===== src/rtl/dsp_saturate_multiply_accumulate_macros.svh =====
// ----------------------------------------------------------------------------
// DSP saturate/MAC assertion macros
// Shared concurrent assertion forms for the saturating MAC unit.
// ----------------------------------------------------------------------------
`ifndef DSP_SATURATE_MULTIPLY_ACCUMULATE_MACROS_SVH
`define DSP_SATURATE_MULTIPLY_ACCUMULATE_MACROS_SVH

// Same-cycle implication, disabled while reset is asserted.
`define DSMAC_ASSERT_SAME(lbl, clk, rst_n, ante, cons, msg) \
  lbl: assert property (@(posedge clk) disable iff (!rst_n) (ante) |-> (cons)) \
    else $error(msg);

// Next-cycle implication, disabled while reset is asserted.
`define DSMAC_ASSERT_NEXT(lbl, clk, rst_n, ante, cons, msg) \
  lbl: assert property (@(posedge clk) disable iff (!rst_n) (ante) |=> (cons)) \
    else $error(msg);

`endif


===== src/rtl/dsmac_pkg.sv =====
// ----------------------------------------------------------------------------
// DSP saturate/MAC package
// Opcodes, request and result types shared by the MAC unit.
// ----------------------------------------------------------------------------
package dsmac_pkg;

  localparam int WORD_W = 32;

  localparam logic [WORD_W-1:0] S32_MAX = 32'h7FFF_FFFF;
  localparam logic [WORD_W-1:0] S32_MIN = 32'h8000_0000;

  typedef enum logic [3:0] {
    OP_QADD  = 4'd0,
    OP_QSUB  = 4'd1,
    OP_QDADD = 4'd2,
    OP_QDSUB = 4'd3,
    OP_SMLA  = 4'd4,
    OP_SMLAW = 4'd5,
    OP_SMUL  = 4'd6,
    OP_SMULW = 4'd7,
    OP_SMLAL = 4'd8
  } opcode_t;

  typedef struct packed {
    logic [3:0]        opcode;
    logic              x_top;
    logic              y_top;
    logic [WORD_W-1:0] op_m;
    logic [WORD_W-1:0] op_n;
    logic [WORD_W-1:0] op_s;
    logic [WORD_W-1:0] acc_lo;
    logic [WORD_W-1:0] acc_hi;
  } req_t;

  typedef struct packed {
    logic [WORD_W-1:0] result_lo;
    logic [WORD_W-1:0] result_hi;
    logic              q_set;
  } rsp_t;

endpackage


===== src/rtl/dsmac_in_if.sv =====
// ----------------------------------------------------------------------------
// DSP saturate/MAC request channel
// Valid/ready channel carrying one DSP instruction request.
// ----------------------------------------------------------------------------
interface dsmac_in_if;
  logic        valid;
  logic        ready;
  logic [3:0]  opcode;
  logic        x_top;
  logic        y_top;
  logic [31:0] op_m;
  logic [31:0] op_n;
  logic [31:0] op_s;
  logic [31:0] acc_lo;
  logic [31:0] acc_hi;

  modport source (
    output valid, opcode, x_top, y_top, op_m, op_n, op_s, acc_lo, acc_hi,
    input  ready
  );

  modport sink (
    input  valid, opcode, x_top, y_top, op_m, op_n, op_s, acc_lo, acc_hi,
    output ready
  );
endinterface


===== src/rtl/dsmac_out_if.sv =====
// ----------------------------------------------------------------------------
// DSP saturate/MAC result channel
// Valid/ready channel carrying one 64-bit result and the Q flag request.
// ----------------------------------------------------------------------------
interface dsmac_out_if;
  logic        valid;
  logic        ready;
  logic [31:0] result_lo;
  logic [31:0] result_hi;
  logic        q_set;

  modport source (
    output valid, result_lo, result_hi, q_set,
    input  ready
  );

  modport sink (
    input  valid, result_lo, result_hi, q_set,
    output ready
  );
endinterface


===== src/rtl/dsp_saturate_multiply_accumulate.sv =====
// ----------------------------------------------------------------------------
// DSP saturate/MAC unit
// Saturating add/sub and 16x16 / 32x16 multiply-accumulate execution unit.
// ----------------------------------------------------------------------------
//
//  Channel   Dir   Handshake          Payload
//  --------  ----  -----------------  ----------------------------------------
//  in_ch     in    valid/ready        opcode, x_top, y_top, op_m, op_n, op_s,
//                                     acc_lo, acc_hi
//  out_ch    out   valid/ready        result_lo, result_hi, q_set
//
//  One request per cycle sustained while out_ch.ready stays high. A taken
//  request sits in the input register, and its result moves into the result
//  register once that register is free; out_ch.valid is driven from the
//  result register, so it is registered after the input register.
//  Two register stages hold a request; the shared 32x16 multiplier and the
//  64-bit accumulate adder fit in the single pass between them.
//  Reset (rst_n low, synchronous) empties both stages; no other state exists.
//  A stalled result holds in the result register while the input register
//  still takes a new request; in_ch.ready drops only when both are full and
//  out_ch.ready is low.
//
module dsp_saturate_multiply_accumulate (
  input  logic        clk,
  input  logic        rst_n,
  dsmac_in_if.sink    in_ch,
  dsmac_out_if.source out_ch
);
  import dsmac_pkg::*;
  `include "dsp_saturate_multiply_accumulate_macros.svh"

  req_t in_req;
  req_t s1_req_r;
  req_t s1_req_nxt;
  logic s1_v_r;
  logic s1_v_nxt;
  rsp_t alu_rsp;
  rsp_t out_rsp_r;
  rsp_t out_rsp_nxt;
  logic out_v_r;
  logic out_v_nxt;
  logic out_free;
  logic s1_free;
  logic in_take;
  logic s1_move;

  always_comb begin
    in_req.opcode = in_ch.opcode;
    in_req.x_top  = in_ch.x_top;
    in_req.y_top  = in_ch.y_top;
    in_req.op_m   = in_ch.op_m;
    in_req.op_n   = in_ch.op_n;
    in_req.op_s   = in_ch.op_s;
    in_req.acc_lo = in_ch.acc_lo;
    in_req.acc_hi = in_ch.acc_hi;
  end

  // Flow control: result slot frees when empty or taken this cycle,
  // input slot frees when empty or moving into the result slot.
  always_comb begin
    out_free    = !out_v_r || out_ch.ready;
    s1_free     = !s1_v_r || out_free;
    in_take     = in_ch.valid && s1_free;
    s1_move     = s1_v_r && out_free;
    s1_v_nxt    = s1_free ? in_ch.valid : s1_v_r;
    s1_req_nxt  = in_take ? in_req : s1_req_r;
    out_v_nxt   = out_free ? s1_v_r : out_v_r;
    out_rsp_nxt = s1_move ? alu_rsp : out_rsp_r;
  end

  assign in_ch.ready = s1_free;

  dsmac_alu u_alu (
    .req (s1_req_r),
    .rsp (alu_rsp)
  );

  always_ff @(posedge clk) begin
    if (!rst_n) begin
      s1_v_r  <= 1'b0;
      out_v_r <= 1'b0;
    end else begin
      s1_v_r  <= s1_v_nxt;
      out_v_r <= out_v_nxt;
    end
  end

  always_ff @(posedge clk) begin
    s1_req_r  <= s1_req_nxt;
    out_rsp_r <= out_rsp_nxt;
  end

  assign out_ch.valid     = out_v_r;
  assign out_ch.result_lo = out_rsp_r.result_lo;
  assign out_ch.result_hi = out_rsp_r.result_hi;
  assign out_ch.q_set     = out_rsp_r.q_set;

  // Assertions
  `DSMAC_ASSERT_NEXT(a_take_fills_s1, clk, rst_n, in_take, s1_v_r,
    "accepted request did not land in input stage")
  `DSMAC_ASSERT_NEXT(a_move_fills_out, clk, rst_n, s1_move, out_v_r,
    "input stage moved but result register is empty")
  `DSMAC_ASSERT_SAME(a_hi_only_smlal, clk, rst_n,
    s1_v_r && (s1_req_r.opcode != OP_SMLAL), alu_rsp.result_hi == '0,
    "high result word nonzero for a non-long operation")
  `DSMAC_ASSERT_SAME(a_no_q_on_mul, clk, rst_n,
    s1_v_r && ((s1_req_r.opcode == OP_SMUL) || (s1_req_r.opcode == OP_SMULW) ||
    (s1_req_r.opcode == OP_SMLAL)), !alu_rsp.q_set,
    "Q flag requested by a plain multiply or long accumulate")

endmodule


===== src/rtl/dsmac_alu.sv =====
// ----------------------------------------------------------------------------
// DSP saturate/MAC datapath
// One shared 32x16 signed multiplier, saturating adder and accumulators.
// ----------------------------------------------------------------------------
module dsmac_alu (
  input  dsmac_pkg::req_t req,
  output dsmac_pkg::rsp_t rsp
);
  import dsmac_pkg::*;

  logic                     word_op;
  logic signed [15:0]       hx;
  logic signed [15:0]       hy;
  logic signed [WORD_W-1:0] mul_a;
  logic signed [47:0]       prod;
  logic [WORD_W-1:0]        mac_addend;
  logic [WORD_W:0]          mac_sum;
  logic                     mac_ovf;
  logic                     dbl_ovf;
  logic [WORD_W-1:0]        dbl_val;
  logic                     is_dbl;
  logic                     is_sub;
  logic [WORD_W-1:0]        sat_b;
  logic [WORD_W:0]          sat_sum;
  logic                     sat_ovf;
  logic [WORD_W-1:0]        sat_val;
  logic [2*WORD_W-1:0]      acc_sum;

  // Operand half selects, sign extended from bit 15.
  always_comb begin
    hx      = req.x_top ? req.op_m[31:16] : req.op_m[15:0];
    hy      = req.y_top ? req.op_s[31:16] : req.op_s[15:0];
    word_op = (req.opcode == OP_SMLAW) || (req.opcode == OP_SMULW);
    mul_a   = word_op ? req.op_m : {{16{hx[15]}}, hx};
    prod    = mul_a * hy;
  end

  // 32-bit accumulate with signed overflow detect, and 64-bit long accumulate.
  always_comb begin
    mac_addend = word_op ? prod[47:16] : prod[31:0];
    mac_sum    = {mac_addend[31], mac_addend} + {req.op_n[31], req.op_n};
    mac_ovf    = mac_sum[WORD_W] != mac_sum[WORD_W-1];
    acc_sum    = {req.acc_hi, req.acc_lo} + {{WORD_W{prod[31]}}, prod[31:0]};
  end

  // Saturating add/sub, with optional doubling of op_n.
  always_comb begin
    is_dbl  = (req.opcode == OP_QDADD) || (req.opcode == OP_QDSUB);
    is_sub  = (req.opcode == OP_QSUB) || (req.opcode == OP_QDSUB);
    dbl_ovf = req.op_n[31] != req.op_n[30];
    dbl_val = dbl_ovf ? (req.op_n[31] ? S32_MIN : S32_MAX) : {req.op_n[30:0], 1'b0};
    sat_b   = is_dbl ? dbl_val : req.op_n;
    sat_sum = is_sub ? ({req.op_m[31], req.op_m} - {sat_b[31], sat_b})
                     : ({req.op_m[31], req.op_m} + {sat_b[31], sat_b});
    sat_ovf = sat_sum[WORD_W] != sat_sum[WORD_W-1];
    sat_val = sat_ovf ? (sat_sum[WORD_W] ? S32_MIN : S32_MAX) : sat_sum[WORD_W-1:0];
  end

  always_comb begin
    rsp = '0;
    case (req.opcode)
      OP_QADD, OP_QSUB: begin
        rsp.result_lo = sat_val;
        rsp.q_set     = sat_ovf;
      end
      OP_QDADD, OP_QDSUB: begin
        rsp.result_lo = sat_val;
        rsp.q_set     = sat_ovf | dbl_ovf;
      end
      OP_SMLA, OP_SMLAW: begin
        rsp.result_lo = mac_sum[WORD_W-1:0];
        rsp.q_set     = mac_ovf;
      end
      OP_SMUL: begin
        rsp.result_lo = prod[31:0];
      end
      OP_SMULW: begin
        rsp.result_lo = prod[47:16];
      end
      OP_SMLAL: begin
        rsp.result_lo = acc_sum[WORD_W-1:0];
        rsp.result_hi = acc_sum[2*WORD_W-1:WORD_W];
      end
      default: begin
        rsp = '0;
      end
    endcase
  end

endmodule

===== src/flat_wrapper.sv =====
// flat-port wrapper written by rule: the top's interface ports become plain ports
module dsp_saturate_multiply_accumulate_flat import dsmac_pkg::*;
  (clk, rst_n, in_ch_valid, in_ch_opcode, in_ch_x_top, in_ch_y_top, in_ch_op_m, in_ch_op_n, in_ch_op_s, in_ch_acc_lo, in_ch_acc_hi, in_ch_ready, out_ch_valid, out_ch_result_lo, out_ch_result_hi, out_ch_q_set, out_ch_ready);
  dsmac_in_if in_ch_i ();
  dsmac_out_if out_ch_i ();
  input  logic clk;
  input  logic rst_n;
  input wire logic [$bits(in_ch_i.valid)-1:0] in_ch_valid;
  input wire logic [$bits(in_ch_i.opcode)-1:0] in_ch_opcode;
  input wire logic [$bits(in_ch_i.x_top)-1:0] in_ch_x_top;
  input wire logic [$bits(in_ch_i.y_top)-1:0] in_ch_y_top;
  input wire logic [$bits(in_ch_i.op_m)-1:0] in_ch_op_m;
  input wire logic [$bits(in_ch_i.op_n)-1:0] in_ch_op_n;
  input wire logic [$bits(in_ch_i.op_s)-1:0] in_ch_op_s;
  input wire logic [$bits(in_ch_i.acc_lo)-1:0] in_ch_acc_lo;
  input wire logic [$bits(in_ch_i.acc_hi)-1:0] in_ch_acc_hi;
  output wire logic [$bits(in_ch_i.ready)-1:0] in_ch_ready;
  output wire logic [$bits(out_ch_i.valid)-1:0] out_ch_valid;
  output wire logic [$bits(out_ch_i.result_lo)-1:0] out_ch_result_lo;
  output wire logic [$bits(out_ch_i.result_hi)-1:0] out_ch_result_hi;
  output wire logic [$bits(out_ch_i.q_set)-1:0] out_ch_q_set;
  input wire logic [$bits(out_ch_i.ready)-1:0] out_ch_ready;
  assign in_ch_i.valid = in_ch_valid;
  assign in_ch_i.opcode = in_ch_opcode;
  assign in_ch_i.x_top = in_ch_x_top;
  assign in_ch_i.y_top = in_ch_y_top;
  assign in_ch_i.op_m = in_ch_op_m;
  assign in_ch_i.op_n = in_ch_op_n;
  assign in_ch_i.op_s = in_ch_op_s;
  assign in_ch_i.acc_lo = in_ch_acc_lo;
  assign in_ch_i.acc_hi = in_ch_acc_hi;
  assign in_ch_ready = in_ch_i.ready;
  assign out_ch_valid = out_ch_i.valid;
  assign out_ch_result_lo = out_ch_i.result_lo;
  assign out_ch_result_hi = out_ch_i.result_hi;
  assign out_ch_q_set = out_ch_i.q_set;
  assign out_ch_i.ready = out_ch_ready;
  dsp_saturate_multiply_accumulate u_core (.clk(clk), .rst_n(rst_n), .in_ch(in_ch_i), .out_ch(out_ch_i));
endmodule

===== config.mk =====
export PLATFORM = sky130hd
export DESIGN_NAME = dsp_saturate_multiply_accumulate_flat
export DESIGN_NICKNAME = d
export VERILOG_FILES = /design/src/rtl/dsmac_pkg.sv /design/src/rtl/dsmac_in_if.sv /design/src/rtl/dsmac_out_if.sv /design/src/rtl/dsp_saturate_multiply_accumulate.sv /design/src/rtl/dsmac_alu.sv /design/src/flat_wrapper.sv
export VERILOG_INCLUDE_DIRS = /design/src /design/src/rtl
export SDC_FILE = /design/constraint.sdc
export NUM_CORES = 2
export LEC_CHECK = 0
export BUFFER_PORTS_ARGS = -buffer_cell sky130_fd_sc_hd__buf_2
export CORE_MARGIN = 8
export CORE_UTILIZATION = 35
export CTS_BUF_LIST = sky130_fd_sc_hd__clkbuf_8 sky130_fd_sc_hd__clkbuf_16
export DETAILED_ROUTE_END_ITERATION = 8
export GPL_TIMING_DRIVEN = 0
export HOLD_SLACK_MARGIN = 0.1
export RECOVER_POWER = 100
export SLEW_MARGIN = 20
export SYNTH_ARGS = -nofsm -noshare
export SYNTH_HDL_FRONTEND = slang
export SYNTH_SLANG_ARGS = --single-unit

===== constraint.sdc =====
create_clock -name clk -period 13.25 [get_ports clk]
set_clock_uncertainty 0.1 [all_clocks]
set_input_delay 1.325 -clock clk [delete_from_list [all_inputs] [get_ports clk]]
set_output_delay 1.325 -clock clk [all_outputs]
set_load 0.05 [all_outputs]

Word-level counts from Yosys, hierarchy flattened
Cells that the tools add are included.
{ "op_classes": {"n_addsub": 4, "n_mul": 1, "n_eq_ne": 11, "mux": 12, "bitwise": 1, "reduce_logical": 14} }
{ "ops": {"columns": ["operator", "n"], "rows": [
  ["32-bit two-way mux", 7],
  ["32-bit one-hot mux with 5 select lines", 1],
  ["32-bit by 32-bit adder with 33-bit output", 2],
  ["64-bit adder", 1],
  ["32-bit by 16-bit multiplier with 48-bit output", 1],
  ["33-bit two-way mux", 1],
  ["32-bit by 32-bit subtractor with 33-bit output", 1],
  ["16-bit two-way mux", 2],
  ["4-bit by 3-bit equality test with 1-bit output (second input constant)", 4],
  ["4-bit by 2-bit equality test with 1-bit output (second input constant)", 2],
  ["2-bit OR reduction", 3],
  ["1-bit logical OR", 5],
  ["4-bit by 1-bit equality test with 1-bit output (second input constant)", 1],
  ["4-bit equality test (second input constant)", 1],
  ["4-bit zero test", 1],
  ["4-bit OR reduction", 1],
  ["1-bit inequality test", 3],
  ["1-bit one-hot mux with 3 select lines", 1],
  ["1-bit logical AND", 2],
  ["1-bit zero test", 2],
  ["1-bit bitwise OR", 1]
]} }
{ "totals": {"ff_bits": 233, "input_bits": 170, "output_inout_bits": 67, "wordCells": 56} }

Logic depth before layout (Yosys ltp)
{ "logic_depth": {"ltp_word": 8, "mapped_depth": 41, "mapped_depth_nobuf": 39} }

Cells and area by module
From an unflattened synthesis, not the netlist that was laid out.
{ "hier_totals": {"hier_cells": 3959, "hier_area_um2": 35461.5} }
{ "modules_own_cells": {"columns": ["module", "n_inst", "cells_per_inst", "area_per_inst_um2", "seq_area_each_um2"], "rows": [
  ["dsmac_alu", 1, 3719, 28421.0, 0.0],
  ["dsp_saturate_multiply_accumulate", 1, 240, 7040.5, 6976.7]
]} }

Worst setup path after synthesis
No wires, ideal clock.
{ "synth_path": {"path_type": "flip-flop to flip-flop", "startpoint": "register u_core.s1_req_r[165] (netlist name)", "endpoint": "register u_core.out_rsp_r, in the netlist u_core.out_ch.result_hi[25], data pin", "setup_time_ns": 0.263, "arrival_time_ns": 10.004, "required_time_ns": 12.887, "setup_slack_ns": 2.883, "path_stages_with_launch": 34, "path_buffers": 2, "period_less_slack_ns": 10.367, "path_cell_list": "edfxtp_1 -> nor2b_1 -> nand2_1 -> nand2_1 -> clkbuf_1 -> clkbuf_1 -> mux2i_1 -> nor2_1 -> fa_1 -> inv_1 -> fa_1 -> fa_1 -> inv_1 -> fa_1 -> fa_1 -> fa_1 -> ha_1 -> or2_2 -> a21oi_1 -> a21oi_1 -> o31ai_1 -> nand3_1 -> o311ai_1 -> inv_1 -> ha_1 -> a21o_1 -> a21o_1 -> a21oi_1 -> nand2_1 -> o211a_1 -> o311ai_1 -> a21o_1 -> o21ai_0 -> mux2i_1"} }
{ "synth_via": {"elab_chain_len": 5, "word_cells_on_any_way": 7, "cone_classes": "add/sub (1); mul (1); eq/ne (3); mux (1); reduce/logical (1)"} }
{ "synth_lines": {"columns": ["element", "line", "rtl"], "rows": [
  ["start: declaration", "dsp_saturate_multiply_accumulate.sv:33", "req_t s1_req_r;"],
  ["start signal: assignment", "dsp_saturate_multiply_accumulate.sv:89", "s1_req_r <= s1_req_nxt;"],
  ["4-bit by 3-bit equality test with 1-bit output", "dsmac_alu.sv:33", "word_op = (req.opcode == OP_SMLAW) || (req.opcode == OP_SMULW);"],
  ["1-bit logical OR", "dsmac_alu.sv:33", null],
  ["32-bit two-way mux", "dsmac_alu.sv:34", "mul_a = word_op ? req.op_m : {{16{hx[15]}}, hx};"],
  ["32-bit by 16-bit multiplier with 48-bit output", "dsmac_alu.sv:35", "prod = mul_a * hy;"],
  ["64-bit adder", "dsmac_alu.sv:43", "acc_sum = {req.acc_hi, req.acc_lo} + {{WORD_W{prod[31]}}, prod[31:0]};"],
  ["end signal: assignment", "dsp_saturate_multiply_accumulate.sv:90", "out_rsp_r <= out_rsp_nxt;"],
  ["end: declaration", "dsp_saturate_multiply_accumulate.sv:38", "rsp_t out_rsp_r;"]
]} }
Parallel ways exist; a longest one is shown, timed or not.
A chain may end at the register's enable or synchronous reset.

==> reports/metrics.csv <==
metric,value,unit
die span in x,332,um
Core ar.,99600,sq um
post-synth top area share,28.0,%
Initial Util,35.1,%
synth top area cells,"fa_1, edfxtp_1, ha_1",
CP required,13390,ps
"EDFF count, synth",231,
most instantiated cells after synthesis,"inv_1, nand2_1, fa_1, nor2_1, ha_1",
area grow syn2layout,11.1,%
"FF+latch count, synth",233,
library cells used by synthesis,90,
hold path depth,1,
Post-Syn Instances,3862,
Final Net Count,5047,
drt via density,5.40,
crit path capture type,flop,
die area,110000,sq um
met3 Usage GRT,5.00,%
postcts setup bufs,0,
kind of critical path,reg2reg,
WL/cell,23.3,um
# diodes,0,
sequential area share after synthesis,20.0,%
FMAX,77.5,MHz
# setup viols final,0,
Main synth FF type,edfxtp_1,
Post-DP HPWL,106000,um
floorplan row count,116,
hold wc startpoint,u_core.s1_v_r,
Top delay family on crit path,adder cells,
Root Buffer,clkbuf_16,
CP max stage delay,940,ps
R2R Path Start,u_core.s1_req_r[164],
pre-CTS WS,-169,ps
slew margin rel.,-89.2,%
"Buf+Inv Stages, Crit Path",5,
final setup margin,349,ps
initial detailed-routing violation count,3061,
worst slew pin tran,2840,ps
initial antenna violation count,1,
dpl cells,5409,
asr flop ratio synth,0,%
clock sinks,233,
final cell count without fillers,5458,
max-cap viol count,6,
GR Util met2,36.1,%
flop-to-flop setup slack,350,ps
mapped cell area,35000,sq um
CTS tree,done,
DRT antenna net count,0,
I/O Buffers,236,
fin crit share,97.4,%
final WL,127000,um
DRC viols,0,
First-pass DRT Iterations,6,
Clock Path Buffers,3,
Min-Delay Endpoint,u_core.out_ch.valid,
ratio of cells with drive above 1 in the final layout,7.57,%
grt total ovfl,0,
RR Endpoint,u_core.out_ch.result_lo[22],
crit path launch type,flop,
biggest area consumer among synthesized cells,fa_1,
most frequent CP cell,fa_1,
CP max stage cell,mux2i_1,
CTS H-tree depth,1,
status,finished with violations,
GRT Max-Usage Layer,met2,
most numerous cell in the Yosys netlist,inv_1,
CP arrival,13050,ps
Inserted Clock Buffers,28,
failing checks,"capacitance limit, slew limit",
Hold Crit Class,reg2reg,
final slew viol count,217,
worst-path fanout max,10,
GP Congestion,0.996,
Post-Syn Nets,4769,
IO Pins,237,
r2r worst-path depth,35,
M1 GR Usage,29.1,%
syn avg cell area,9.05,sq um
vias,29465,
largest net degree at the start of global routing,52,
final hold vios,0,
vias in the first global route,29985,
Die Y-Extent,332,um
Clock Latency Late Sink,630,ps
setup TNS,0,ps
minimum clock period,12900,ps
first-pass GRT wire length,190000,um
yosys warns,0,
GRT Util Overall,22.5,%
Clock transition at path regs,60,ps
==> worst register-to-register path, delay by kind of cell (launching register included) <==
kind	cells	cell delay, ps
AOI/OAI and AO/OA	12	3370
xor gates and xnor gates	2	960
adders and majority gates	8	3910
buffers and inverters	5	800
DFF	1	570
muxes	1	940
and+or+nand+nor	7	1870
==> timing repair <==
item,in CTS,in global routing
gates resized for setup,3,16
endpoints found under the setup margin,8,30
hold buffers,0,0
==> cell families (layout without fill, tap and decap cells) <==
| group | Yosys count | count (layout) | synth area share [%] |
|---|---|---|---|
| and+or+nand+nor | 1127 | 1127 | 13.8 |
| AOI/OAI and AO/OA | 758 | 758 | 14.3 |
| buffers and inverters | 751 | 1049 | 8.20 |
| adders and majority gates | 737 | 737 | 36.9 |
| DFF | 233 | 233 | 20.0 |
| xor gates and xnor gates | 184 | 184 | 4.65 |
| muxes | 72 | 72 | 2.19 |
==> stage by stage <==
step | instance area [sq um] | hold slack, ps | util, %
2_1_floorplan | 35000 | 377 | -
6_report | 38900 | 429 | 39.0
3_3_place_gp | 37800 | 405 | 37.9
3_5_place_dp | 38100 | 433 | 38.2
4_1_cts | 39000 | 443 | 39.2
5_1_grt | 38900 | 463 | 39.0
==> worst max-delay path by stage <==
stage / start / end / slack (ps) / cells past startpoint
floorplan: u_core.s1_req_r[165] / u_core.out_ch.result_hi[25] / 2880 / 33
global placement: u_core.s1_req_r[164] / u_core.out_ch.result_hi[28] / -1530 / 33
detailed placement: u_core.s1_req_r[164] / u_core.out_ch.result_hi[25] / -170 / 34
CTS: u_core.s1_req_r[164] / u_core.out_ch.result_hi[25] / 40 / 35
global route: u_core.s1_req_r[164] / u_core.out_ch.q_set / -20 / 36
finish: u_core.s1_req_r[164] / u_core.out_ch.result_lo[22] / 350 / 35
==> registers in the layout (all words and copies together) (netlist names) <==
signal and count:
u_core.out_ch.q_set 1, u_core.out_ch.result_hi 32, u_core.out_ch.result_lo 32, u_core.out_ch.valid 1, u_core.s1_req_r 166, u_core.s1_v_r 1
==> layout by cell type (no fill, tap or decap), drive strengths merged, types with 12 or more instances in the layout <==
master  netlist  final
inv         608    616
nand2       517    517
fa          489    489
nor2        348    348
ha          248    248
clkbuf      128    243
edfxtp      231    231
a21oi       201    201
buf          15    176
o21ai       155    155
xnor2       114    114
a21o         89     89
xor2         69     69
nand3        55     55
o21a         42     42
mux2i        39     39
nor3         37     37
nand2b       34     34
mux2         33     33
a31oi        28     28
a211oi       28     28
o21bai       26     26
and2         26     26
and3         25     25
nand4        21     21
nor2b        19     19
o211ai       17     17
or2          17     17
o22ai        15     15
o31ai        15     15
a211o        13     13
a41oi        13     13
a222oi       12     12
==> layer usage <==
metal	up-vias	wire (um)
met5	-	9
met1	14514	51600
met4	2	6990
li1	13342	-
met2	1333	57600
met3	274	11200
==> layout make-up <==
type                       instances  area [sq um]
inverter                         608          2280
clock buffer                      28           701
fill                           10143         60700
tap                             1298          1620
sequential                       233          6980
clock inverter                    22           223
timing repair buffer             249          1160
multi-input combinational       2878         25300
buffer                           142           582
Power is not shown: default switching activity piles up to over one toggle a cycle in this logic, so the estimate is an artifact.
